**src/hw/rtl/multi_plane_voxel_store_assert.svh**
```systemverilog
// Assertion macros for the voxel store.
`ifndef MULTI_PLANE_VOXEL_STORE_ASSERT_SVH
`define MULTI_PLANE_VOXEL_STORE_ASSERT_SVH

`ifndef SYNTHESIS

`define MPVS_ASSERT_SAME(lbl, ante, cons) \
	lbl: assert property (@(posedge clk) disable iff (!arst_n) (ante) |-> (cons)) \
		else $error("mpvs assertion failed");

`define MPVS_ASSERT_NEXT(lbl, ante, cons) \
	lbl: assert property (@(posedge clk) disable iff (!arst_n) (ante) |=> (cons)) \
		else $error("mpvs assertion failed");

`else

`define MPVS_ASSERT_SAME(lbl, ante, cons)

`define MPVS_ASSERT_NEXT(lbl, ante, cons)

`endif

`endif

```
**src/hw/rtl/mpvs_pkg.sv**
```systemverilog
package mpvs_pkg;

	localparam int MAX_PLANES = 4;
	localparam int MAX_VOXELS = 4096;
	localparam int IDX_W      = $clog2(MAX_VOXELS);
	localparam int PL_W       = (MAX_PLANES > 1) ? $clog2(MAX_PLANES) : 1;
	localparam int NP_W       = $clog2(MAX_PLANES + 1);
	localparam int SIZE_W     = 13;
	localparam int SXY_W      = 2 * SIZE_W;
	localparam int CMD_DEPTH  = 4;
	localparam int CMD_PW     = $clog2(CMD_DEPTH);

	localparam logic [1:0] KIND_READ_ONE  = 2'd0;
	localparam logic [1:0] KIND_WRITE_ONE = 2'd1;
	localparam logic [1:0] KIND_READ_ALL  = 2'd2;
	localparam logic [1:0] KIND_NONE      = 2'd3;

	localparam logic [1:0] STAT_OK       = 2'd0;
	localparam logic [1:0] STAT_OUTSIDE  = 2'd1;
	localparam logic [1:0] STAT_NO_PLANE = 2'd2;

	localparam logic [1:0] WCODE_8  = 2'd0;
	localparam logic [1:0] WCODE_16 = 2'd1;

	localparam logic [2:0] REG_LOW_X       = 3'd0;
	localparam logic [2:0] REG_LOW_Y       = 3'd1;
	localparam logic [2:0] REG_LOW_Z       = 3'd2;
	localparam logic [2:0] REG_SIZE_X      = 3'd3;
	localparam logic [2:0] REG_SIZE_Y      = 3'd4;
	localparam logic [2:0] REG_SIZE_Z      = 3'd5;
	localparam logic [2:0] REG_PLANE_COUNT = 3'd6;
	localparam logic [2:0] REG_WIDTH_CODES = 3'd7;

	typedef struct packed {
		logic [1:0]         kind;
		logic [7:0]         plane_sel;
		logic signed [31:0] pos_x;
		logic signed [31:0] pos_y;
		logic signed [31:0] pos_z;
		logic [31:0]        wr_value;
	} in_item_t;

	typedef struct packed {
		logic [31:0] rd_value;
		logic [7:0]  plane_index;
		logic [1:0]  status;
		logic        materialised;
		logic        last;
	} out_item_t;

	typedef struct packed {
		logic signed [31:0] low_x;
		logic signed [31:0] low_y;
		logic signed [31:0] low_z;
		logic [SIZE_W-1:0]  size_x;
		logic [SIZE_W-1:0]  size_y;
		logic [SIZE_W-1:0]  size_z;
		logic [SXY_W-1:0]   sxy;
		logic [2:0]         plane_count;
		logic [7:0]         width_codes;
	} cfg_t;

	typedef struct packed {
		logic [1:0]       kind;
		logic [7:0]       sel;
		logic [31:0]      wval;
		logic             in_box;
		logic [IDX_W-1:0] idx;
	} cmd_t;

	function automatic logic [31:0] value_mask(logic [7:0] codes, logic [7:0] plane);
		logic [1:0] code;
		unique case (plane)
			8'd0:    code = codes[1:0];
			8'd1:    code = codes[3:2];
			8'd2:    code = codes[5:4];
			8'd3:    code = codes[7:6];
			default: code = 2'd2;
		endcase
		if (code == WCODE_8) begin
			return 32'h0000_00ff;
		end else if (code == WCODE_16) begin
			return 32'h0000_ffff;
		end
		return 32'hffff_ffff;
	endfunction

endpackage

```
**src/hw/rtl/mpvs_cmd_fifo.sv**
```systemverilog
module mpvs_cmd_fifo (
	input  logic           clk,
	input  logic           arst_n,
	input  logic           push,
	input  mpvs_pkg::cmd_t wdata,
	output logic           full,
	input  logic           pop,
	output mpvs_pkg::cmd_t rdata,
	output logic           empty
);

	mpvs_pkg::cmd_t             mem_q [mpvs_pkg::CMD_DEPTH];
	logic [mpvs_pkg::CMD_PW-1:0] wr_q, rd_q;
	logic [mpvs_pkg::CMD_PW:0]   cnt_q;
	logic                        do_push, do_pop;

	assign full    = (cnt_q == (mpvs_pkg::CMD_PW+1)'(mpvs_pkg::CMD_DEPTH));
	assign empty   = (cnt_q == '0);
	assign do_push = push && !full;
	assign do_pop  = pop && !empty;
	assign rdata   = mem_q[rd_q];

	always_ff @(posedge clk or negedge arst_n) begin
		if (!arst_n) begin
			wr_q  <= '0;
			rd_q  <= '0;
			cnt_q <= '0;
		end else begin
			if (do_push) begin
				wr_q <= wr_q + 1'b1;
			end
			if (do_pop) begin
				rd_q <= rd_q + 1'b1;
			end
			if (do_push && !do_pop) begin
				cnt_q <= cnt_q + 1'b1;
			end else if (do_pop && !do_push) begin
				cnt_q <= cnt_q - 1'b1;
			end
		end
	end

	always_ff @(posedge clk) begin
		if (do_push) begin
			mem_q[wr_q] <= wdata;
		end
	end

endmodule

```
**config.mk**
```make
export PLATFORM = sky130hd
export DESIGN_NAME = mpvs_cmd_fifo
export DESIGN_NICKNAME = d
export VERILOG_FILES = /design/src/hw/rtl/multi_plane_voxel_store_assert.svh /design/src/hw/rtl/mpvs_pkg.sv /design/src/hw/rtl/mpvs_cmd_fifo.sv
export SDC_FILE = /design/constraint.sdc
export NUM_CORES = 1
export LEC_CHECK = 0
export BUFFER_PORTS_ARGS = -buffer_cell sky130_fd_sc_hd__buf_4
export CAP_MARGIN = 20
export CORE_AREA = 2 2 176 178
export DETAILED_ROUTE_END_ITERATION = 8
export DIE_AREA = 0 0 178 180
export RECOVER_POWER = 100
export REMOVE_ABC_BUFFERS = 1
export SYNTH_ARGS = -nofsm -noshare
export SYNTH_HDL_FRONTEND = slang
export SYNTH_SLANG_ARGS = --single-unit
```
**constraint.sdc**
```tcl
create_clock -name clk -period 3.15 [get_ports clk]
set_input_delay 0.1575 -clock clk [delete_from_list [all_inputs] [get_ports clk]]
set_output_delay 0.1575 -clock clk [all_outputs]
set_load 0.005 [all_outputs]
```
==> impl_metrics.ini <==
[run_status]
status = complete, but fails checks
violations = capacitance limit, slew limit

[route]
met2WireLength_um = 8179
highest_layer = met4
drc_errors = 0
met1_length_um = 6707
wirelength_um = 16170
drtIter0Drc = 224
dr_wl_met3_um = 959
via_per_inst = 4.216
firstDrtPassIters = 4
dr_total_vias = 3908
wl_per_cell_um = 17.45
postRouteAntennaNets = 0

[sta]
finalCritPeriodShare_pct = 85.78
max_slew.worst_pin.slew_ns = 1.544
fin_tns_setup_ns = 0
finalSetupViolations = 0
skew_ns = 0.01047
final_hold_viol_count = 0
drv_slew = 167
grt_setup_unrepaired = no
max_slew_margin_pct = -2.906
period_needed_ns = 2.702
whs_ns = 0.1394
fmax_mhz = 370.1

[setup_path]
crit_family = simple AND/OR/NAND/NOR gates
path_cells = nor3b_1 -> nor2b_1 -> and2_2
path_buf_inv = 0
critical_path.max_fanout = 55
critPathKind = flip-flop to flip-flop
max_stage_delay_ns = 1.27
cp_data_required_time_ns = 3.25
endpoint_kind = flip-flop
critPathLaunchType = flip-flop
critPathArrivalTime_ns = 2.81
slowest_stage = and2_2

[job]
max_cap_viol_count = 3

[power_and_ir_drop]
pwr_density_cell_nw_per_um2 = 901.1
max-vdd-ir-drop_v = 0.0006848
p_sw_uw = 2644
pwr-share-comb_pct = 25.1
p_leak_uw = 0.003526
swShare_pct = 27.12
clockPowerShare_pct = 29.3
p_int_uw = 7106
seqPwrFrac_pct = 45.5

[synth]
synth_area_um2 = 8349
syn_avg_cell_area_um2 = 25.85
yosysSeqAreaShare_pct = 81.22
synth-seq-cells = 227
synth_cells = 323
synth_cell_type_count = 20
synth_warnings = 0

[grt]
grt_max_degree = 57
grt_pass1_vias = 4349
grt_pass1_wl_um = 24710
overflow = 0
grt_usage_pct = 10.09
antenna_found_initial = 1

[floorplanning]
die_x_um = 178
io_pins = 116
start_util_pct = 27.66
core_area_um2 = 30190
num_rows = 64
dieArea_um2 = 32040
die_h_um = 180

[clock_network]
clock_latency_ns = 0.51
numCtsBuffers = 24
cts_resized = 0
cts.path.max_buffers = 3
cts-root-buf = clkbuf_16
cts_tree = done
cts_sinks = 227
cts.htree.levels = 1
cts.clk_slew.worst_paths_ns = 0.06

[cells_and_area]
area_growth_syn_to_layout_pct = 29.60
fin_area_um2 = 10820
fin_nets = 577
drive_gt1_share_pct = 29.25
final-instance-count-excl-fill = 927

[place]
finalWeightedCongestion = 0.6353
dpl_cell_area_um2 = 9679
place_inst = 824
dp_hpwl_um = 9666
io_buffer_count = 115

[worst_hold_path]
hp-class = primary input to flip-flop
-- through the flow --
| step | util, % | power (µW) | setup WS, ns |
|---|---|---|---|
| after floorplan | - | 5785 | 0.06548 |
| after global placement | 32.06 | 7103 | 0.9746 |
| after detailed placement | 32.06 | 7174 | 0.8455 |
| after CTS | 36.73 | 10140 | 0.4497 |
| after global routing | 35.84 | 10270 | 0.2167 |
| final | 35.84 | 9750 | 0.4480 |
-- cells in the final DEF (no fill, tap or decap) --
master	Yosys	layout
nand3_1	1	1
bufinv_16	0	3
nor2b_1	1	1
nand2_1	1	1
or3_1	1	1
inv_6	0	2
clkinv_8	0	1
clkinv_2	0	7
inv_1	4	4
dfrtp_1	7	5
clkinvlp_4	0	4
diode_2	0	1
mux4_2	55	55
mux2_2	2	2
clkbuf_4	0	42
nor2_1	1	1
clkbuf_1	1	69
buf_4	2	5
fa_1	1	1
xor2_1	2	2
nor3b_1	0	1
ha_1	5	5
buf_12	0	2
clkinv_1	0	1
edfxtp_1	220	220
xnor2_1	4	4
dlygate4sd3_1	0	58
and2_2	0	4
clkinv_4	0	1
dfrtp_4	0	2
clkbuf_16	0	25
-- area by class of cell --
| cell class | count | area, µm² |
|---|---|---|
| clock inverters | 19 | 201.4 |
| flip-flops and latches | 227 | 6789 |
| repair buffers | 176 | 1232 |
| inverters | 4 | 15.01 |
| well taps | 396 | 495.5 |
| fillers | 2822 | 19370 |
| diodes | 1 | 2.502 |
| clock buffers | 25 | 625.6 |
| multi-input cells | 79 | 1459 |
-- sequential cells by signal, summed over array words and instances, names as in the netlist --
register,count
mem_q,220
cnt_q,3
rd_q,2
wr_q,2
-- power groups by stage --
stage                     logic [µW]  clock network (µW)  registers [µW]
after floorplan                 1350                   0            4430
after global placement          2630                   0            4480
final                           2450                2860            4440
after CTS                       2720                2950            4460
after detailed placement        2650                   0            4530
after global routing            2670                3060            4540
-- final timing paths --
path                       startpoint           end  slack, ns  cells after the start
max in group asynchronous      arst_n       rd_q[1]       2.25                      3
setup / recovery             cnt_q[2]  mem_q[0][36]       0.45                      3
hold / removal                   push       wr_q[0]       0.14                      3
setup reg to reg             cnt_q[2]  mem_q[0][36]       0.45                      3
hold reg to reg              cnt_q[2]      cnt_q[2]       0.52                      1
min in group asynchronous      arst_n       rd_q[0]       0.63                      3
-- cells in the mapped netlist --
master | count | area [µm²]
mux2_2 | 2 | 22.52
buf_4 | 2 | 15.01
buf_6 | 4 | 45.04
ha_1 | 5 | 62.56
and2_1 | 4 | 25.02
edfxtp_1 | 220 | 6606
nand2_1 | 1 | 3.750
xor2_1 | 2 | 17.52
or3_1 | 1 | 6.260
nor2_1 | 1 | 3.750
dfrtp_1 | 7 | 175.2
clkbuf_1 | 1 | 3.750
xnor2_1 | 4 | 35.03
inv_1 | 4 | 15.01
mux4_2 | 55 | 1239
nor3b_2 | 1 | 12.51
fa_1 | 1 | 20.02
nor2b_1 | 1 | 6.260
buf_2 | 6 | 30.03
nand3_1 | 1 | 5.000
-- tightest hold or removal path, delay by kind of cell --
| kind | cells | cell delay [ns] |
|---|---|---|
| xor gates and xnor gates | 1 | 0.15 |
| buffers and inverters | 1 | 0.10 |
| and+or+nand+nor | 1 | 0.20 |
-- routing by layer --
| metal | GRT usage, % | vias up |
|---|---|---|
| met4 | 2.885 | 0 |
| li1 | - | 1759 |
| met2 | 17.40 | 99 |
| met3 | 2.453 | 26 |
| met1 | 12.55 | 2024 |
| met5 | 0 | - |
-- repair_timing --
item,in CTS,in global routing
setup buffers,0,0
hold buffers,58,0
endpoints found under the hold margin,229,0
-- cells by family (layout without fill, tap and decap cells) --
family	after synthesis	in the layout	synth area share (%)
buffers and inverters	17	224	1.304
other	0	1	0
multiplexers	57	57	15.11
flip-flops	227	227	81.22
AND/OR/NAND/NOR	10	10	0.7492
XOR/XNOR	6	6	0.6294
adder cells (fa/ha/maj)	6	6	0.9891
Note: power is estimated with default switching activity, not from simulation.
