File: src/hw/rtl/multi_plane_voxel_store_assert.svh
// Assertion macros for the voxel store.
`ifndef MULTI_PLANE_VOXEL_STORE_ASSERT_SVH
`define MULTI_PLANE_VOXEL_STORE_ASSERT_SVH

`ifndef SYNTHESIS

`define MPVS_ASSERT_SAME(lbl, ante, cons) \
	lbl: assert property (@(posedge clk) disable iff (!arst_n) (ante) |-> (cons)) \
		else $error("mpvs assertion failed");

`define MPVS_ASSERT_NEXT(lbl, ante, cons) \
	lbl: assert property (@(posedge clk) disable iff (!arst_n) (ante) |=> (cons)) \
		else $error("mpvs assertion failed");

`else

`define MPVS_ASSERT_SAME(lbl, ante, cons)

`define MPVS_ASSERT_NEXT(lbl, ante, cons)

`endif

`endif

File: src/hw/rtl/mpvs_pkg.sv
package mpvs_pkg;

	localparam int MAX_PLANES = 4;
	localparam int MAX_VOXELS = 4096;
	localparam int IDX_W      = $clog2(MAX_VOXELS);
	localparam int PL_W       = (MAX_PLANES > 1) ? $clog2(MAX_PLANES) : 1;
	localparam int NP_W       = $clog2(MAX_PLANES + 1);
	localparam int SIZE_W     = 13;
	localparam int SXY_W      = 2 * SIZE_W;
	localparam int CMD_DEPTH  = 4;
	localparam int CMD_PW     = $clog2(CMD_DEPTH);

	localparam logic [1:0] KIND_READ_ONE  = 2'd0;
	localparam logic [1:0] KIND_WRITE_ONE = 2'd1;
	localparam logic [1:0] KIND_READ_ALL  = 2'd2;
	localparam logic [1:0] KIND_NONE      = 2'd3;

	localparam logic [1:0] STAT_OK       = 2'd0;
	localparam logic [1:0] STAT_OUTSIDE  = 2'd1;
	localparam logic [1:0] STAT_NO_PLANE = 2'd2;

	localparam logic [1:0] WCODE_8  = 2'd0;
	localparam logic [1:0] WCODE_16 = 2'd1;

	localparam logic [2:0] REG_LOW_X       = 3'd0;
	localparam logic [2:0] REG_LOW_Y       = 3'd1;
	localparam logic [2:0] REG_LOW_Z       = 3'd2;
	localparam logic [2:0] REG_SIZE_X      = 3'd3;
	localparam logic [2:0] REG_SIZE_Y      = 3'd4;
	localparam logic [2:0] REG_SIZE_Z      = 3'd5;
	localparam logic [2:0] REG_PLANE_COUNT = 3'd6;
	localparam logic [2:0] REG_WIDTH_CODES = 3'd7;

	typedef struct packed {
		logic [1:0]         kind;
		logic [7:0]         plane_sel;
		logic signed [31:0] pos_x;
		logic signed [31:0] pos_y;
		logic signed [31:0] pos_z;
		logic [31:0]        wr_value;
	} in_item_t;

	typedef struct packed {
		logic [31:0] rd_value;
		logic [7:0]  plane_index;
		logic [1:0]  status;
		logic        materialised;
		logic        last;
	} out_item_t;

	typedef struct packed {
		logic signed [31:0] low_x;
		logic signed [31:0] low_y;
		logic signed [31:0] low_z;
		logic [SIZE_W-1:0]  size_x;
		logic [SIZE_W-1:0]  size_y;
		logic [SIZE_W-1:0]  size_z;
		logic [SXY_W-1:0]   sxy;
		logic [2:0]         plane_count;
		logic [7:0]         width_codes;
	} cfg_t;

	typedef struct packed {
		logic [1:0]       kind;
		logic [7:0]       sel;
		logic [31:0]      wval;
		logic             in_box;
		logic [IDX_W-1:0] idx;
	} cmd_t;

	function automatic logic [31:0] value_mask(logic [7:0] codes, logic [7:0] plane);
		logic [1:0] code;
		unique case (plane)
			8'd0:    code = codes[1:0];
			8'd1:    code = codes[3:2];
			8'd2:    code = codes[5:4];
			8'd3:    code = codes[7:6];
			default: code = 2'd2;
		endcase
		if (code == WCODE_8) begin
			return 32'h0000_00ff;
		end else if (code == WCODE_16) begin
			return 32'h0000_ffff;
		end
		return 32'hffff_ffff;
	endfunction

endpackage

File: src/hw/rtl/mpvs_front.sv
module mpvs_front (
	input  logic               clk,
	input  logic               arst_n,
	input  mpvs_pkg::cfg_t     cfg,
	input  logic               push,
	output logic               full,
	input  mpvs_pkg::in_item_t req,
	input  logic               back_ready,
	input  logic               q_full,
	output logic               q_push,
	output mpvs_pkg::cmd_t     q_data
);

	logic        adv;
	logic        acc;
	logic        v_s1, v_s2;
	logic [1:0]  kind_s1, kind_s2;
	logic [7:0]  sel_s1, sel_s2;
	logic [31:0] wval_s1, wval_s2;
	logic [32:0] dx_s1, dy_s1, dz_s1;
	logic        ok_s2;
	logic [mpvs_pkg::SIZE_W-1:0] dx_s2;
	logic [mpvs_pkg::SXY_W-1:0]  py_s2;
	logic [mpvs_pkg::SXY_W+mpvs_pkg::SIZE_W-1:0] pz_s2;
	logic        ok_x, ok_y, ok_z;
	logic [mpvs_pkg::SXY_W+mpvs_pkg::SIZE_W:0] sum;

	assign adv  = !(v_s2 && q_full);
	assign full = !adv || !back_ready;
	assign acc  = push && !full;

	// signed distance from the lower corner, then the range check
	assign ok_x = !dx_s1[32] && (dx_s1[31:0] < 32'(cfg.size_x));
	assign ok_y = !dy_s1[32] && (dy_s1[31:0] < 32'(cfg.size_y));
	assign ok_z = !dz_s1[32] && (dz_s1[31:0] < 32'(cfg.size_z));

	assign sum = ($bits(sum))'(dx_s2) + ($bits(sum))'(py_s2) + ($bits(sum))'(pz_s2);

	always_ff @(posedge clk or negedge arst_n) begin
		if (!arst_n) begin
			v_s1 <= 1'b0;
			v_s2 <= 1'b0;
		end else if (adv) begin
			v_s1 <= acc;
			v_s2 <= v_s1;
		end
	end

	always_ff @(posedge clk) begin
		if (adv) begin
			kind_s1 <= req.kind;
			sel_s1  <= req.plane_sel;
			wval_s1 <= req.wr_value;
			dx_s1   <= {req.pos_x[31], req.pos_x} - {cfg.low_x[31], cfg.low_x};
			dy_s1   <= {req.pos_y[31], req.pos_y} - {cfg.low_y[31], cfg.low_y};
			dz_s1   <= {req.pos_z[31], req.pos_z} - {cfg.low_z[31], cfg.low_z};
			kind_s2 <= kind_s1;
			sel_s2  <= sel_s1;
			wval_s2 <= wval_s1;
			ok_s2   <= ok_x && ok_y && ok_z;
			dx_s2   <= dx_s1[mpvs_pkg::SIZE_W-1:0];
			py_s2   <= mpvs_pkg::SXY_W'(dy_s1[mpvs_pkg::SIZE_W-1:0])
				* mpvs_pkg::SXY_W'(cfg.size_x);
			pz_s2   <= ($bits(pz_s2))'(dz_s1[mpvs_pkg::SIZE_W-1:0])
				* ($bits(pz_s2))'(cfg.sxy);
		end
	end

	assign q_push        = v_s2 && adv && (kind_s2 != mpvs_pkg::KIND_NONE);
	assign q_data.kind   = kind_s2;
	assign q_data.sel    = sel_s2;
	assign q_data.wval   = wval_s2;
	assign q_data.in_box = ok_s2 && (sum < ($bits(sum))'(mpvs_pkg::MAX_VOXELS));
	assign q_data.idx    = sum[mpvs_pkg::IDX_W-1:0];

endmodule

File: config.mk
export PLATFORM = sky130hd
export DESIGN_NAME = mpvs_front
export DESIGN_NICKNAME = d
export VERILOG_FILES = /design/src/hw/rtl/multi_plane_voxel_store_assert.svh /design/src/hw/rtl/mpvs_pkg.sv /design/src/hw/rtl/mpvs_front.sv
export SDC_FILE = /design/constraint.sdc
export NUM_CORES = 2
export LEC_CHECK = 0
export ABC_AREA = 1
export BUFFER_PORTS_ARGS = -buffer_cell sky130_fd_sc_hd__buf_2
export CAP_MARGIN = 30
export CELL_PAD_IN_SITES_DETAIL_PLACEMENT = 2
export CELL_PAD_IN_SITES_GLOBAL_PLACEMENT = 2
export CORE_MARGIN = 5
export CORE_UTILIZATION = 37
export CTS_CLUSTER_SIZE = 30
export DETAILED_ROUTE_END_ITERATION = 7
export GPL_TIMING_DRIVEN = 0
export PLACE_DENSITY = 0.88
export SYNTH_ARGS = -nofsm -noshare
export SYNTH_HDL_FRONTEND = slang
export SYNTH_SLANG_ARGS = --single-unit
File: constraint.sdc
create_clock -name clk -period 10.3 [get_ports clk]
set_input_delay 2.06 -clock clk [delete_from_list [all_inputs] [get_ports clk]]
set_output_delay 2.06 -clock clk [all_outputs]
set_load 0.01 [all_outputs]
==> summary.txt <==
Worst setup path
  • Reg2Reg Setup Slack: 2.98 ns
  • R2R Path End: pz_s2[34]
  • Crit-path max cell delay: 0.63 ns
  • WP data required: 10.58 ns
  • Worst Reg-to-Reg Cells: 20
  • Critical path type: input port to register
  • Crit path max fanout: 10
  • CP delay by family, top: adder cells
  • Startpoint types: input port
  • Most common cell on crit path: inv_1
  • WP buf/inv: 8
  • Crit path cell chain: buf_2 -> clkbuf_1 -> nand2_1 -> inv_1 -> fa_1 -> inv_1 -> fa_1 -> inv_1 -> fa_1 -> fa_1 -> inv_1 -> fa_1 -> inv_1 -> ha_1 -> nand2_1 -> nor2_1 -> inv_1 -> o21ai_0 -> a31oi_1 -> o21bai_1 -> nand2_1 -> nand3_1 -> xor2_1
  • Critical-path top delay cell: clkbuf_1
  • R2r startpoint: dz_s1[12]
  • Worst path arrival time: 8.20 ns
  • CP Capture Type: register

STA
  • Slew Viols, Final: 0
  • RSZ-0062 raised after global routing: false
  • Hold Vio Cnt, Final: 0
  • Setup violators final: 0
  • Period Utilization, post-route: 76.89%
  • Rel. slew slack: 30.65%
  • Post-route minimum period: 7.920 ns
  • Slew @ Worst Pin: 1.027 ns
  • FMAX: 126.3 MHz
  • Final Skew: 0.06970 ns
  • TNS Setup: 0 ns

Clocking
  • Clk buf depth: 3
  • Clk_lat worst skew: 0.60 ns
  • Setup bufs post-CTS: 0
  • Num CTS Buffers: 36
  • Post-CTS Resized: 0
  • Reg clk slew, reported paths: 0.06 ns
  • Root Buffer: clkbuf_16
  • H-tree levels: 2
  • Cts hold-fix bufs: 0
  • CTS tree: built
  • TritonCTS Sinks: 264

Synth
  • Synth top area cells: fa_1 24%, edfxtp_1 23%, ha_1 12%, inv_1 12%, nand2_1 11%
  • Yosys warns: 0
  • FF+latch count, synth: 264
  • Seq/Total Area, Yosys: 23.21%
  • Top-area cell type share of the netlist area: 23.59%
  • Area leader, netlist: fa_1
  • Mapped Cells: 4,160
  • Main flop type after synthesis: edfxtp_1
  • Post-Syn Area: 0.03411 mm^2
  • Asr flop ratio synth: 0.7576%
  • Number of flops mapped to enable cells by yosys: 262
  • Post-Synthesis Net Count: 5,203
  • Syn_area_per_cell: 8.200 um^2
  • Post-synth cell types: 48

Routing
  • DRT iter0 DRCs: 1,840
  • ANT nets after route: 0
  • Routed WL: 149,100 um
  • DR WL/cell: 25.70 um
  • Vias/cell: 5.351
  • DRT Pass-1 Iters: 8
  • Drt drc: 2
  • Via Count: 31,050

Global routing
  • First-pass GRT wire length: 220,000 um
  • Vias in the first global route: 36,850
  • Largest net degree at the start of global routing: 107
  • Tot GR Track Use: 29.16%
  • GRT Residual Overflow: 0
  • Initial antenna violation count: 28

Place
  • GPL Wtd Cong: 0.8989
  • PortBufs: 360
  • Hpwl dp: 122,600 um

Floorplanning
  • Starting Density: 37.27%
  • # rows: 111
  • Core footprint: 0.09152 mm^2
  • Die area: 0.09837 mm^2
  • Die width: 313.6 um
  • Chip Height: 313.6 um
  • IO Pins: 372

Final layout
  • Fill cells: 10,550
  • Nets@finish: 5,603
  • P&R area growth vs syn: 13.60%
  • Commonest non-fill, non-tap cells in the layout: 1,071 x inv_1, 979 x nand2_1, 402 x fa_1, 360 x buf_2, 326 x ha_1
  • Commonest non-fill, non-tap cell in the layout: inv_1
  • Share of cells above drive strength 1: 10.01%

Outcome
  • Failing checks: DRC
  • Status: finished with violations

Min path
  • Worst hold path type: register to register
  • Hold Path Cell Cnt: 0
  • Hold_sp: wval_s1[4]
  • WHS Endpoint: wval_s2[4]

Flow run
  • Max capacitance violation total: 0
==> cell usage after synthesis (32+ instances only) <==
master / n
clkbuf_1: 74
o21ai_0: 87
edfxtp_1: 262
nor2_1: 190
nand3_1: 108
nor3_1: 32
xnor2_1: 55
a21oi_1: 212
inv_1: 1071
xor2_1: 109
ha_1: 326
fa_1: 402
nand2_1: 980
==> worst register-to-register path, cell delays in order, from the launching register on <==
cell	delay, ns
edfxtp_1	0.37
clkbuf_1	0.63
clkbuf_1	0.72
nand2_1	0.18
fa_1	0.57
fa_1	0.58
inv_1	0.06
fa_1	0.56
fa_1	0.63
inv_1	0.08
fa_1	0.53
inv_1	0.04
ha_1	0.38
nand2_1	0.11
nor2_1	0.18
nand4_1	0.26
nor3_1	0.24
nor2_1	0.15
o21ai_1	0.26
a21oi_1	0.13
xnor2_1	0.38
==> through the flow <==
stage / util [%] / setup slack [ns] / cell area, um^2 / cells / hold WS, ns
floorplan: - / 2.606 / 34120 / 4160 / 0.4003
finish: 42.34 / 2.380 / 38750 / 5802 / 0.4187
global placement: 40.87 / 1.323 / 37400 / 5706 / 0.4000
detailed placement: 40.94 / 2.077 / 37470 / 5708 / 0.4065
CTS: 42.26 / 2.564 / 38680 / 5773 / 0.4205
global route: 42.33 / 2.252 / 38740 / 5796 / 0.4262
==> sequential cells by signal (all words and copies together), names as in the netlist <==
signal / count
dx_s1: 33
dx_s2: 13
dy_s1: 33
dz_s1: 33
kind_s1: 2
kind_s2: 2
ok_s2: 1
py_s2: 26
pz_s2: 39
sel_s1: 8
sel_s2: 8
v_s1: 1
v_s2: 1
wval_s1: 32
wval_s2: 32
==> cell type report <==
| class | count | area, um^2 | area share [%] |
|---|---|---|---|
| plain buffers | 91 | 341.6 | 0.8814 |
| flip-flops and latches | 264 | 7918 | 20.43 |
| diodes | 29 | 72.57 | 0.1873 |
| multi-input cells | 2732 | 21840 | 56.37 |
| clock inverters | 27 | 301.5 | 0.7781 |
| well taps | 1186 | 1484 | 3.829 |
| clock buffers | 38 | 908.4 | 2.344 |
| repair buffers | 362 | 1857 | 4.791 |
| inverters | 1073 | 4028 | 10.39 |
==> layer usage <==
metal | up-vias | wire, um | GRT usage (%)
met1 | 15860 | 55620 | 33.05
met4 | 6 | 8435 | 13.85
li1 | 13610 | - | -
met2 | 1140 | 77660 | 54.40
met5 | - | 47 | 0
met3 | 432 | 7328 | 3.487
==> how the worst max path moves through the flow <==
stage,startpoint,end,slack (ns),cells past startpoint
floorplan,q_full,full,2.61,2
global placement,q_full,full,1.32,4
detailed placement,cfg[12],pz_s2[37],2.08,21
CTS,cfg[72],py_s2[22],2.56,23
global route,cfg[12],pz_s2[37],2.25,21
finish,cfg[72],py_s2[22],2.38,23
==> kinds of logic after synthesis <==
family                     after synthesis  share of synthesized area (%)
AOI/OAI and AO/OA                      443                          7.567
xor gates and xnor gates               164                          4.211
adders and majority gates              728                          35.55
buffers and inverters                 1164                          12.81
DFF                                    264                          23.21
and+or+nand+nor                       1397                          16.66
Power is left out: the tool's default activity adds up to more than one toggle a clock period on the data nets, which glitch-free logic cannot reach.
